==> config.mk <==
export PLATFORM = sky130hd
export DESIGN_NAME = dbus_message_deframer
export DESIGN_NICKNAME = d
export VERILOG_FILES = /design/src/design/dmd_pkg.sv /design/src/design/dmd_fifo.sv /design/src/design/dmd_frame.sv /design/src/design/dbus_message_deframer.sv
export SDC_FILE = /design/constraint.sdc
export NUM_CORES = 1
export LEC_CHECK = 0
export BUFFER_PORTS_ARGS = -buffer_cell sky130_fd_sc_hd__buf_2
export CELL_PAD_IN_SITES_DETAIL_PLACEMENT = 1
export CELL_PAD_IN_SITES_GLOBAL_PLACEMENT = 1
export CORE_UTILIZATION = 42
export DETAILED_ROUTE_END_ITERATION = 12
export PLACE_DENSITY = 0.83
export RECOVER_POWER = 25
export SYNTH_ARGS = -nofsm -noshare
export SYNTH_HDL_FRONTEND = slang
export SYNTH_HIERARCHICAL = 1
export SYNTH_SLANG_ARGS = --single-unit
==> constraint.sdc <==
create_clock -name clk_i -period 7.3 [get_ports clk_i]
set_input_delay 1.46 -clock clk_i [delete_from_list [all_inputs] [get_ports clk_i]]
set_output_delay 1.46 -clock clk_i [all_outputs]
set_load 0.005 [all_outputs]
==> src/design/dmd_pkg.sv <==
// Shared types, constants and helpers for the D-Bus message deframer.
// No dependencies; dmd_frame, the top level and the checker refer to this package by scope.
package dmd_pkg;

  localparam int unsigned HdrLen      = 16;
  localparam int unsigned CountW      = 5;
  localparam int unsigned LenW        = 32;
  localparam int unsigned LeftW       = 34;
  localparam int unsigned CfgIdxW     = 8;
  localparam int unsigned FifoDepthDef = 2;

  localparam logic [7:0] OrderBig    = 8'h42;  // 'B'
  localparam logic [7:0] OrderLittle = 8'h6C;  // 'l'

  localparam logic [LenW-1:0] MaxMessageLenRst = 32'd134217728;
  localparam logic [LenW-1:0] MaxArrayLenRst   = 32'd67108864;

  localparam logic [CfgIdxW-1:0] RegMaxMessageLength = 8'd0;
  localparam logic [CfgIdxW-1:0] RegMaxArrayLength   = 8'd1;

  typedef enum logic [2:0] {
    StInside   = 3'd0,
    StLast     = 3'd1,
    StBadOrder = 3'd2,
    StTooLarge = 3'd3,
    StDropped  = 3'd4
  } status_e;

  typedef struct packed {
    logic [7:0] data;
    logic       start;
    status_e    status;
  } result_t;

  localparam int unsigned ResultW = $bits(result_t);

  function automatic logic [LenW-1:0] swap32(input logic [LenW-1:0] v);
    swap32 = {v[7:0], v[15:8], v[23:16], v[31:24]};
  endfunction

endpackage

==> src/design/dmd_fifo.sv <==
// Small register queue between the deframer's stages.
// Depends on nothing; width and depth come from the instantiating module.
module dmd_fifo #(
  parameter int unsigned Width = 8,
  parameter int unsigned Depth = 2
) (
  input  logic             clk_i,
  input  logic             rst_ni,
  input  logic             push_i,
  input  logic [Width-1:0] data_i,
  output logic             full_o,
  input  logic             pop_i,
  output logic [Width-1:0] data_o,
  output logic             empty_o
);

  localparam int unsigned PtrW = (Depth > 1) ? $clog2(Depth) : 1;
  localparam int unsigned CntW = $clog2(Depth + 1);
  localparam logic [PtrW-1:0] LastPtr = PtrW'(Depth - 1);
  localparam logic [CntW-1:0] FullCnt = CntW'(Depth);

  logic [Width-1:0] mem_q [Depth];
  logic [PtrW-1:0]  wr_ptr_q, wr_ptr_d, rd_ptr_q, rd_ptr_d;
  logic [CntW-1:0]  cnt_q, cnt_d;
  logic             do_push, do_pop;

  assign full_o  = (cnt_q == FullCnt);
  assign empty_o = (cnt_q == '0);
  assign do_push = push_i & ~full_o;
  assign do_pop  = pop_i & ~empty_o;
  assign data_o  = mem_q[rd_ptr_q];

  always_comb begin
    wr_ptr_d = wr_ptr_q;
    rd_ptr_d = rd_ptr_q;
    cnt_d    = cnt_q;
    if (do_push) begin
      wr_ptr_d = (wr_ptr_q == LastPtr) ? '0 : wr_ptr_q + 1'b1;
    end
    if (do_pop) begin
      rd_ptr_d = (rd_ptr_q == LastPtr) ? '0 : rd_ptr_q + 1'b1;
    end
    if (do_push && !do_pop) begin
      cnt_d = cnt_q + 1'b1;
    end else if (do_pop && !do_push) begin
      cnt_d = cnt_q - 1'b1;
    end
  end

  always_ff @(posedge clk_i or negedge rst_ni) begin
    if (!rst_ni) begin
      wr_ptr_q <= '0;
      rd_ptr_q <= '0;
      cnt_q    <= '0;
    end else begin
      wr_ptr_q <= wr_ptr_d;
      rd_ptr_q <= rd_ptr_d;
      cnt_q    <= cnt_d;
    end
  end

  always_ff @(posedge clk_i) begin
    if (do_push) begin
      mem_q[wr_ptr_q] <= data_i;
    end
  end

endmodule

==> src/design/dmd_frame.sv <==
// Framing engine: header capture, length checks and body countdown.
// Depends on dmd_pkg; holds the two limit registers.
module dmd_frame (
  input  logic                        clk_i,
  input  logic                        rst_ni,
  input  logic                        cfg_valid_i,
  input  logic [dmd_pkg::CfgIdxW-1:0] cfg_index_i,
  input  logic [dmd_pkg::LenW-1:0]    cfg_data_i,
  input  logic                        in_valid_i,
  input  logic [7:0]                  in_byte_i,
  output logic                        in_ready_o,
  output logic                        out_valid_o,
  input  logic                        out_ready_i,
  output dmd_pkg::result_t            out_item_o
);

  localparam logic [dmd_pkg::LeftW-1:0]  HdrLeft = dmd_pkg::LeftW'(dmd_pkg::HdrLen);

  logic [dmd_pkg::LenW-1:0]   max_msg_q, max_arr_q;
  logic [dmd_pkg::CountW-1:0] hdr_cnt_q, hdr_cnt_d;
  logic [7:0]                 order_q, order_d;
  logic [dmd_pkg::LenW-1:0]   body_q, body_d, array_q, array_d;
  logic [dmd_pkg::LeftW-1:0]  left_q, left_d, left_dec;
  logic                       closed_q, closed_d;

  logic [dmd_pkg::LenW-1:0]   array_full, len_n, len_m;
  logic [dmd_pkg::LenW:0]     padded;
  logic [dmd_pkg::LeftW-1:0]  after_hdr, total;
  logic [3:0]                 pos;
  logic                       fire;
  dmd_pkg::status_e           status;
  logic                       start;

  assign in_ready_o  = out_ready_i;
  assign out_valid_o = in_valid_i;
  assign fire        = in_valid_i & out_ready_i;
  assign pos         = hdr_cnt_q[3:0];

  // Length words as seen once the last header byte lands.
  assign array_full = {in_byte_i, array_q[23:0]};
  always_comb begin
    if (order_q == dmd_pkg::OrderBig) begin
      len_n = dmd_pkg::swap32(body_q);
      len_m = dmd_pkg::swap32(array_full);
    end else begin
      len_n = body_q;
      len_m = array_full;
    end
  end
  assign padded    = ({1'b0, len_m} + 33'd7) & ~33'd7;
  assign after_hdr = {1'b0, padded} + {2'b00, len_n};
  assign total     = after_hdr + HdrLeft;
  assign left_dec  = (left_q != '0) ? left_q - 1'b1 : left_q;

  always_comb begin
    hdr_cnt_d = hdr_cnt_q;
    order_d   = order_q;
    body_d    = body_q;
    array_d   = array_q;
    left_d    = left_q;
    closed_d  = closed_q;
    status    = dmd_pkg::StInside;
    start     = 1'b0;
    if (closed_q) begin
      status = dmd_pkg::StDropped;
    end else if (!hdr_cnt_q[4]) begin
      hdr_cnt_d = hdr_cnt_q + 1'b1;
      if (pos == 4'd0) begin
        start   = 1'b1;
        order_d = in_byte_i;
        body_d  = '0;
        array_d = '0;
      end else if (pos[3:2] == 2'b01) begin
        body_d[8*pos[1:0] +: 8] = in_byte_i;
      end else if (pos[3:2] == 2'b11) begin
        array_d[8*pos[1:0] +: 8] = in_byte_i;
      end
      if (pos == 4'd15) begin
        if (order_q != dmd_pkg::OrderBig && order_q != dmd_pkg::OrderLittle) begin
          status   = dmd_pkg::StBadOrder;
          closed_d = 1'b1;
        end else if (len_n > max_msg_q || padded > {1'b0, max_arr_q} ||
                     total > {2'b00, max_msg_q}) begin
          status   = dmd_pkg::StTooLarge;
          closed_d = 1'b1;
        end else if (after_hdr == '0) begin
          status    = dmd_pkg::StLast;
          hdr_cnt_d = '0;
          left_d    = '0;
        end else begin
          left_d = after_hdr;
        end
      end
    end else begin
      left_d = left_dec;
      if (left_dec == '0) begin
        status    = dmd_pkg::StLast;
        hdr_cnt_d = '0;
      end
    end
  end

  assign out_item_o = '{data: in_byte_i, start: start, status: status};

  always_ff @(posedge clk_i or negedge rst_ni) begin
    if (!rst_ni) begin
      hdr_cnt_q <= '0;
      order_q   <= '0;
      body_q    <= '0;
      array_q   <= '0;
      left_q    <= '0;
      closed_q  <= 1'b0;
    end else if (fire) begin
      hdr_cnt_q <= hdr_cnt_d;
      order_q   <= order_d;
      body_q    <= body_d;
      array_q   <= array_d;
      left_q    <= left_d;
      closed_q  <= closed_d;
    end
  end

  // Limit registers; writes to unknown indexes drop silently.
  always_ff @(posedge clk_i or negedge rst_ni) begin
    if (!rst_ni) begin
      max_msg_q <= dmd_pkg::MaxMessageLenRst;
      max_arr_q <= dmd_pkg::MaxArrayLenRst;
    end else if (cfg_valid_i) begin
      case (cfg_index_i)
        dmd_pkg::RegMaxMessageLength: max_msg_q <= cfg_data_i;
        dmd_pkg::RegMaxArrayLength:   max_arr_q <= cfg_data_i;
        default: ;
      endcase
    end
  end

endmodule

==> src/design/dbus_message_deframer.sv <==
// Top level of the D-Bus message deframer: input queue, framing engine, result queue.
// Depends on dmd_pkg, dmd_fifo and dmd_frame.
//
// Usage:
//   Input channel: drive stream_byte_i and raise push; a beat is taken on a
//   rising edge with push high and full low. Bytes are consumed in order.
//   Result channel: while empty is low the oldest result sits on byte_out_o,
//   message_start_o and frame_status_o; raise pop to take it.
//   Config channel: cfg_valid_i with cfg_index_i / cfg_data_i; cfg_ready_o is
//   always high. Index 0 is the message length limit, index 1 the field array
//   limit; other indexes are ignored. Write only while the block is idle.
// Timing:
//   One beat per cycle sustained in both directions while nothing stalls. A byte
//   taken into the input queue moves on to the result queue and its ports;
//   each queue adds one register, a stall can hold the byte in either, and the
//   engine between them is combinational. The length sum and limit compares
//   for the 16th header byte finish in the engine in that byte's own cycle.
// Reset:
//   Both queues empty, header counter at zero, block open, limits at defaults.
// Stall:
//   When pop stays low the result queue fills, the engine holds, then the input
//   queue fills and full rises. No beat is lost.
module dbus_message_deframer #(
  parameter int unsigned FifoDepth = dmd_pkg::FifoDepthDef
) (
  input  logic                        clk_i,
  input  logic                        rst_ni,
  // byte stream in
  input  logic                        push,
  input  logic [7:0]                  stream_byte_i,
  output logic                        full,
  // results out
  output logic                        empty,
  input  logic                        pop,
  output logic [7:0]                  byte_out_o,
  output logic                        message_start_o,
  output logic [2:0]                  frame_status_o,
  // configuration
  input  logic                        cfg_valid_i,
  output logic                        cfg_ready_o,
  input  logic [dmd_pkg::CfgIdxW-1:0] cfg_index_i,
  input  logic [dmd_pkg::LenW-1:0]    cfg_data_i
);

  logic             in_empty, in_pop;
  logic [7:0]       in_byte;
  logic             res_full, res_push;
  dmd_pkg::result_t res_in, res_out;

  assign cfg_ready_o = 1'b1;

  // Front: hold raw bytes until the engine can take them.
  dmd_fifo #(
    .Width (8),
    .Depth (FifoDepth)
  ) u_in_fifo (
    .clk_i   (clk_i),
    .rst_ni  (rst_ni),
    .push_i  (push),
    .data_i  (stream_byte_i),
    .full_o  (full),
    .pop_i   (in_pop),
    .data_o  (in_byte),
    .empty_o (in_empty)
  );

  // Engine: classify one byte per cycle whenever the result queue has room.
  dmd_frame u_frame (
    .clk_i       (clk_i),
    .rst_ni      (rst_ni),
    .cfg_valid_i (cfg_valid_i),
    .cfg_index_i (cfg_index_i),
    .cfg_data_i  (cfg_data_i),
    .in_valid_i  (~in_empty),
    .in_byte_i   (in_byte),
    .in_ready_o  (in_pop),
    .out_valid_o (res_push),
    .out_ready_i (~res_full),
    .out_item_o  (res_in)
  );

  // Back: results wait here for the receiver.
  dmd_fifo #(
    .Width (dmd_pkg::ResultW),
    .Depth (FifoDepth)
  ) u_res_fifo (
    .clk_i   (clk_i),
    .rst_ni  (rst_ni),
    .push_i  (res_push & ~res_full),
    .data_i  (res_in),
    .full_o  (res_full),
    .pop_i   (pop),
    .data_o  (res_out),
    .empty_o (empty)
  );

  assign byte_out_o      = res_out.data;
  assign message_start_o = res_out.start;
  assign frame_status_o  = res_out.status;

endmodule

* Word level (Yosys, flattened, before mapping)
Memories as Yosys holds them, arrays and structs flattened.
Index checks and enable logic that the tools add are counted.
** Operators by class
- Add/subtract/negate cells :: 14
- Multipliers :: 0
- Divide/modulo/power cells :: 0
- $lt $le $gt $ge :: 3
- Equality and inequality tests :: 13
- Shift-type cells :: 2
- Multiplexer cells :: 48
- Bitwise logic cells :: 10
- Reduce and logical (&&, ||, !) cells :: 31
** Operators with widths (count)
- 2-to-1 mux 32 bit :: 7
- 2-to-1 mux 34 bit :: 6
- logical NOT 34 bit :: 2
- bitwise mux 32 bit :: 2
- adder 33 x 32 -> 34 bit :: 1
- adder 34 x 5 -> 34 bit (second input constant) :: 1
- greater-than comparator 34 x 32 -> 1 bit :: 1
- negation 5 -> 34 bit :: 1
- nonzero test 34 bit :: 1
- variable shift 8 x 34 -> 32 bit (first input constant) :: 1
- variable part select 8 x 34 -> 32 bit :: 1
- subtractor 34 x 1 -> 34 bit (second input constant) :: 1
- adder 32 x 3 -> 33 bit (second input constant) :: 1
- greater-than comparator 33 x 32 -> 1 bit :: 1
- greater-than comparator 32 bit :: 1
- 2-to-1 mux 5 bit :: 6
- 2-to-1 mux 1 bit :: 18
- != test 8 x 7 -> 1 bit (second input constant) :: 2
- 2-to-1 mux 3 bit :: 5
- AND reduction 5 bit :: 2
- nonzero test 2 bit :: 5
- == test 8 x 1 -> 1 bit (second input constant) :: 1
- == test 8 x 7 -> 1 bit (second input constant) :: 1
- logical NOT 8 bit :: 1
- other kinds (20) :: 52
** Word-level totals
- Flip-flop bits (word level) :: 184
- Latch bits :: 0
- Bits in writable memories :: 40
- Bits in read-only memories :: 0
- Logic and storage cells :: 138
- Memories :: 2
** Memory list
- u_res_fifo.mem_q :: words 2, width 12, rd ports 1, clocked after Yosys merged registers in 0, write ports 1, RTL line dmd_fifo.sv:22 : logic [Width-1:0] mem_q [Depth];
- u_in_fifo.mem_q :: words 2, width 8, rd ports 1, clocked after Yosys merged registers in 0, write ports 1, RTL line dmd_fifo.sv:22

* Logic depth before layout (Yosys ltp)
- Depth after elaboration :: 12
- Mapped depth :: 39

* Modules after synthesis
Netlist, hierarchy kept.
** Modules (own cells, without submodules)
- dmd_frame :: times used 1, cells an instance 1930, area an instance 15157.0 sq um, sequential area each 4206.5 sq um
- dmd_fifo (u_res_fifo) :: times used 1, cells an instance 56, area an instance 1099.8 sq um, sequential area each 820.8 sq um
- dmd_fifo (u_in_fifo) :: times used 1, cells an instance 44, area an instance 782.0 sq um, sequential area each 580.6 sq um
- dbus_message_deframer :: times used 1, cells an instance 5, area an instance 25.0 sq um, sequential area each 0.0 sq um

* Worst setup path before layout
Ideal clock, no wire load.
- Path type :: reg-to-reg
- From :: reg u_frame.order_q[2]
- To :: reg u_frame/left_q[3] in the netlist's numbering
- Setup time :: 0.124 ns
- Data arrival time :: 7.689 ns
- Data required time :: 7.176 ns
- Setup slack :: -0.513 ns
- Cell stages (with the launch flop) :: 34
- Period minus slack after synthesis :: 7.813 ns
- Cell sequence :: dfrtp_1 > nor4b_4 > and2_1 > clkbuf_1 > clkbuf_1 > clkbuf_1 > clkbuf_1 > nand2_1 > nand2_1 > ha_1 > inv_1 > fa_1 > nand2b_1 > a21oi_1 > o211ai_1 > a22o_1 > a21oi_1 > nand4_1 > or4b_1 > nor2_1 > xnor2_1 > ha_1 > nand4_1 > or4_1 > nor4_1 > a211oi_1 > a21oi_1 > nand4_1 > nor3_1 > nand3_1 > mux2_4 > nand2b_4 > buf_6 > o31a_1
** On the way
- Word-level cells in the longest chain between the ends :: 10
- Elaborated cells on any way between the ends :: 23
- Those cells by class :: 3 x add/sub; 3 x order compare; 5 x eq/ne; 7 x mux; 5 x reduce/logical
** RTL lines
- start: declaration :: RTL line dmd_frame.sv:21 : logic [7:0] order_q, order_d;
- start signal: assignment :: RTL line dmd_frame.sv:115 : order_q <= order_d;
- branches (longest 10 deep; another with adder 33 x 32 -> 34 bit)
- end signal: assignment :: RTL line dmd_frame.sv:118 : left_q <= left_d;
- end: declaration :: RTL line dmd_frame.sv:23 : logic [dmd_pkg::LeftW-1:0] left_q, left_d, left_dec;
Several ways; the timed one is not identified. The select of a mux whose other input is x is not followed.
A chain may end at the register's enable or synchronous reset.

* Worst setup path after layout
- From :: reg u_frame.order_q[2]
- To :: reg u_frame/left_q[26] in the netlist's numbering
Same word-level chain as after synthesis.

==> out/metrics.yaml <==
sta:
  setup_ws_ns: -0.4597
  rsz0062_at_grt: "yes"
  final_hold_viol_count: 0
  skew_ns: 0.01120
  fmaxAchievable_mhz: 128.9
  tightest_slew_ns: 3.023
  holdWs_ns: 0.4948
  setup_viol: 43
  fin_crit_ns: 7.760
  drv_slew: 49
  relSlewSlack: -1.015
  fin_crit_sh: 1.063
routing:
  drt_iter0_markers: 1807
  antenna_left: 0
  drc: 0
  drtPass1Iterations: 7
  wl_per_cell_um: 25.21
  routed-via-count: 18220
  viasPerCell: 6.218
  wirelength_um: 73850
critical_path:
  cpPeakStageDelay_ns: 0.61
  crit_top_cell: "nand4_1"
  setup.worst_path.start_class: "flip-flop"
  slowest_stage: "or4b_4"
  cp-end-kind: "flip-flop"
  crit_arrival_ns: 8.21
  cp_top_family: "simple AND/OR/NAND/NOR gates"
  required_ns: 7.75
  cp_max_fo: 8
  path_buf_inv: 4
  path_class: "flip-flop to flip-flop"
placement:
  dpl.cell_count: 2821
  portBuffers: 66
  gp_congestion: 0.9474
  hpwlAfterDp_um: 50000
floorplanning:
  io_pins: 68
  die_w_um: 203.6
  dieArea_mm2: 0.04144
  die_h_um: 203.6
  core_mm2: 0.03991
  fp-row-count: 73
  initial_core_util: 0.4275
clocking:
  path_clk_slew_ns: 0.06
  numCtsBuffers: 26
  cts_max_level: 1
  cts_root_buf: "clkbuf_16"
  hold_buffers: 0
  ctsLongestPathBuffers: 3
  cts_sinks: 216
  worstSkewPairLatency_ns: 0.58
  tritoncts: "yes"
power_and_ir_drop:
  p_per_area_mw_per_mm2: 309.6
  power_frac_seq: 0.247
  clkPwrFrac: 0.185
  vdd_drop_max_uv: 215.2
  internal_power_uw: 3870
  leakagePower_uw: 0.009950
  p_switching_uw: 3083
  pwr-share-comb: 0.568
  swShare: 0.4434
synth:
  ys_ff_latch: 216
  synth_top_area_share: 0.2552
  ys_warn_count: 6
  avgSynthCellArea_um2: 8.385
  synth_area_mm2: 0.01706
  synth_commonest_cells: "nand2_1, dfrtp_1, o21ai_0, nor2_1, ha_1"
  synth_edf_count: 40
  synth_ff_type: "dfrtp_1"
  synth_fp_nets: 2221
  synth_cell_types: 98
  synth.most_common_cell: "nand2_1"
  synth-seq-area-share: 0.3286
  synth_largest_area_cell: "dfrtp_1"
  syn_inst: 2035
  synth.top_cells.by_area: "dfrtp_1, ha_1, edfxtp_1"
  async_reset_ff_frac: 0.8148
grt:
  grt_pass1_wl_um: 107200
  grt_max_degree: 77
  grt_use_total: 0.3345
  grt_overflow: 0
  grt_pass1_vias: 18710
  grt_antenna_before_repair: 1
cells_and_area:
  layout-drive-gt1-share: 0.2998
  diodes: 0
  fin_nets: 2571
  area_growth_pct: 31.63
  fin_cells: 2930
status:
  violations: "max-capacitance violations, max-slew violations, negative setup slack"
  status: "finished with violations"
job:
  maxCapViolCount: 1
worst_hold_path:
  min_path_type: "flip-flop to flip-flop"
timing repair:
action                     CTS  global route
buffers inserted            31            26
pin swaps                   52            80
gates cloned                 7             1
gates resized for setup    110           104
setup endpoints to repair   43            43
registers in the layout, summed over array words and instances (netlist names), 2 cells and up, named ones only:
register,cells
u_res_fifo/cnt_q,2
u_frame/array_q,24
u_res_fifo/mem_q,24
u_frame/max_arr_q,32
u_frame/order_q,8
u_in_fifo/mem_q,16
u_frame/body_q,32
u_in_fifo/cnt_q,2
u_frame/max_msg_q,32
u_frame/left_q,34
u_frame/hdr_cnt_q,4
path summary, 6_finish.rpt:
path,start,endpoint,slack [ns],cells past startpoint
max,u_frame/order_q[2],u_frame/left_q[26],-0.46,32
min,u_res_fifo/wr_ptr_q,u_res_fifo/wr_ptr_q,0.49,1
max reg2reg,u_frame/order_q[2],u_frame/left_q[26],-0.46,32
min reg2reg,u_res_fifo/wr_ptr_q,u_res_fifo/wr_ptr_q,0.49,1
max in group asynchronous,rst_ni,u_frame/max_msg_q[22],3.15,2
min in group asynchronous,rst_ni,u_res_fifo/rd_ptr_q,1.86,1
cell type report:
class / instances / area [um2]
Inverter: 115 / 431.7
Fill cell: 4605 / 17450
Clock inverter: 14 / 133.9
Clock buffer: 34 / 690.7
Tap cell: 525 / 656.9
Multi-Input combinational cell: 1585 / 11580
Sequential cell: 216 / 5610
Timing Repair Buffer: 441 / 3356
through the flow:
stage	area (um2)	total power (uW)	setup WS (ns)	TNS, ns	utilization
2_1_floorplan	17140	3576	0.01041	0	-
3_3_place_gp	20010	4971	-0.5642	-19.94	0.5013
3_5_place_dp	20010	5151	-0.8492	-31.89	0.5013
4_1_cts	21710	6631	-0.06934	-1.329	0.5440
5_1_grt	22460	7270	-0.7505	-25.17	0.5627
6_report	22460	6953	-0.4597	-12.77	0.5627
layout by cell type (no fill, tap or decap), types with 11 or more instances in the layout:
master     instances
buf_2             58
o21ai_1           15
dfrtp_1          172
and2_1            11
nor2_2            12
o21ai_0          159
or4_1             11
xor2_1            47
nand3_1           70
and4_1            11
o21ai_2           12
clkbuf_1          15
edfxtp_1          40
o211ai_1          11
nor4_1            26
a21oi_1           80
ha_1             121
a21oi_2           15
inv_1            113
nor3_1            27
clkbuf_16         27
nor2_1           123
buf_6             18
or3_1             19
a31oi_4           13
mux2_2            48
a21o_1            16
buf_4            347
mux2i_1           20
nand2b_1          12
o31ai_1           12
mux2_4            15
a31oi_1           11
xnor2_1           59
nand4_1           44
nand2_1          295
power by group through the flow:
stage                     registers, uW  logic (uW)  clock network [uW]
after CTS                          1710        3630                1300
after floorplan                    1660        1920                   0
after global routing               1750        4170                1350
after detailed placement           1720        3430                   0
final                              1720        3950                1280
after global placement             1700        3270                   0
metal layers:
metal,vias to the layer above,part of all wire,track usage
li1,7984,-,-
met1,9155,0.40,0.4232
met2,814,0.46,0.5466
met3,265,0.066,0.03963
met4,2,0.072,0.2030
met5,-,0.00018,0
cells by family (layout without fill, tap and decap cells):
kind of cell / count (synthesis) / in the layout / share of synthesized area
AND/OR/NAND/NOR: 763 / 766 / 0.2164
AO/OA/AOI/OAI: 478 / 478 / 0.1793
buffers and inverters: 238 / 604 / 0.05749
flip-flops: 216 / 216 / 0.3286
adder cells (fa/ha/maj): 133 / 133 / 0.09796
XOR/XNOR: 119 / 119 / 0.06196
multiplexers: 87 / 88 / 0.05807
other: 1 / 1 / 0.0002198
Note: power is estimated with default switching activity, not from simulation.
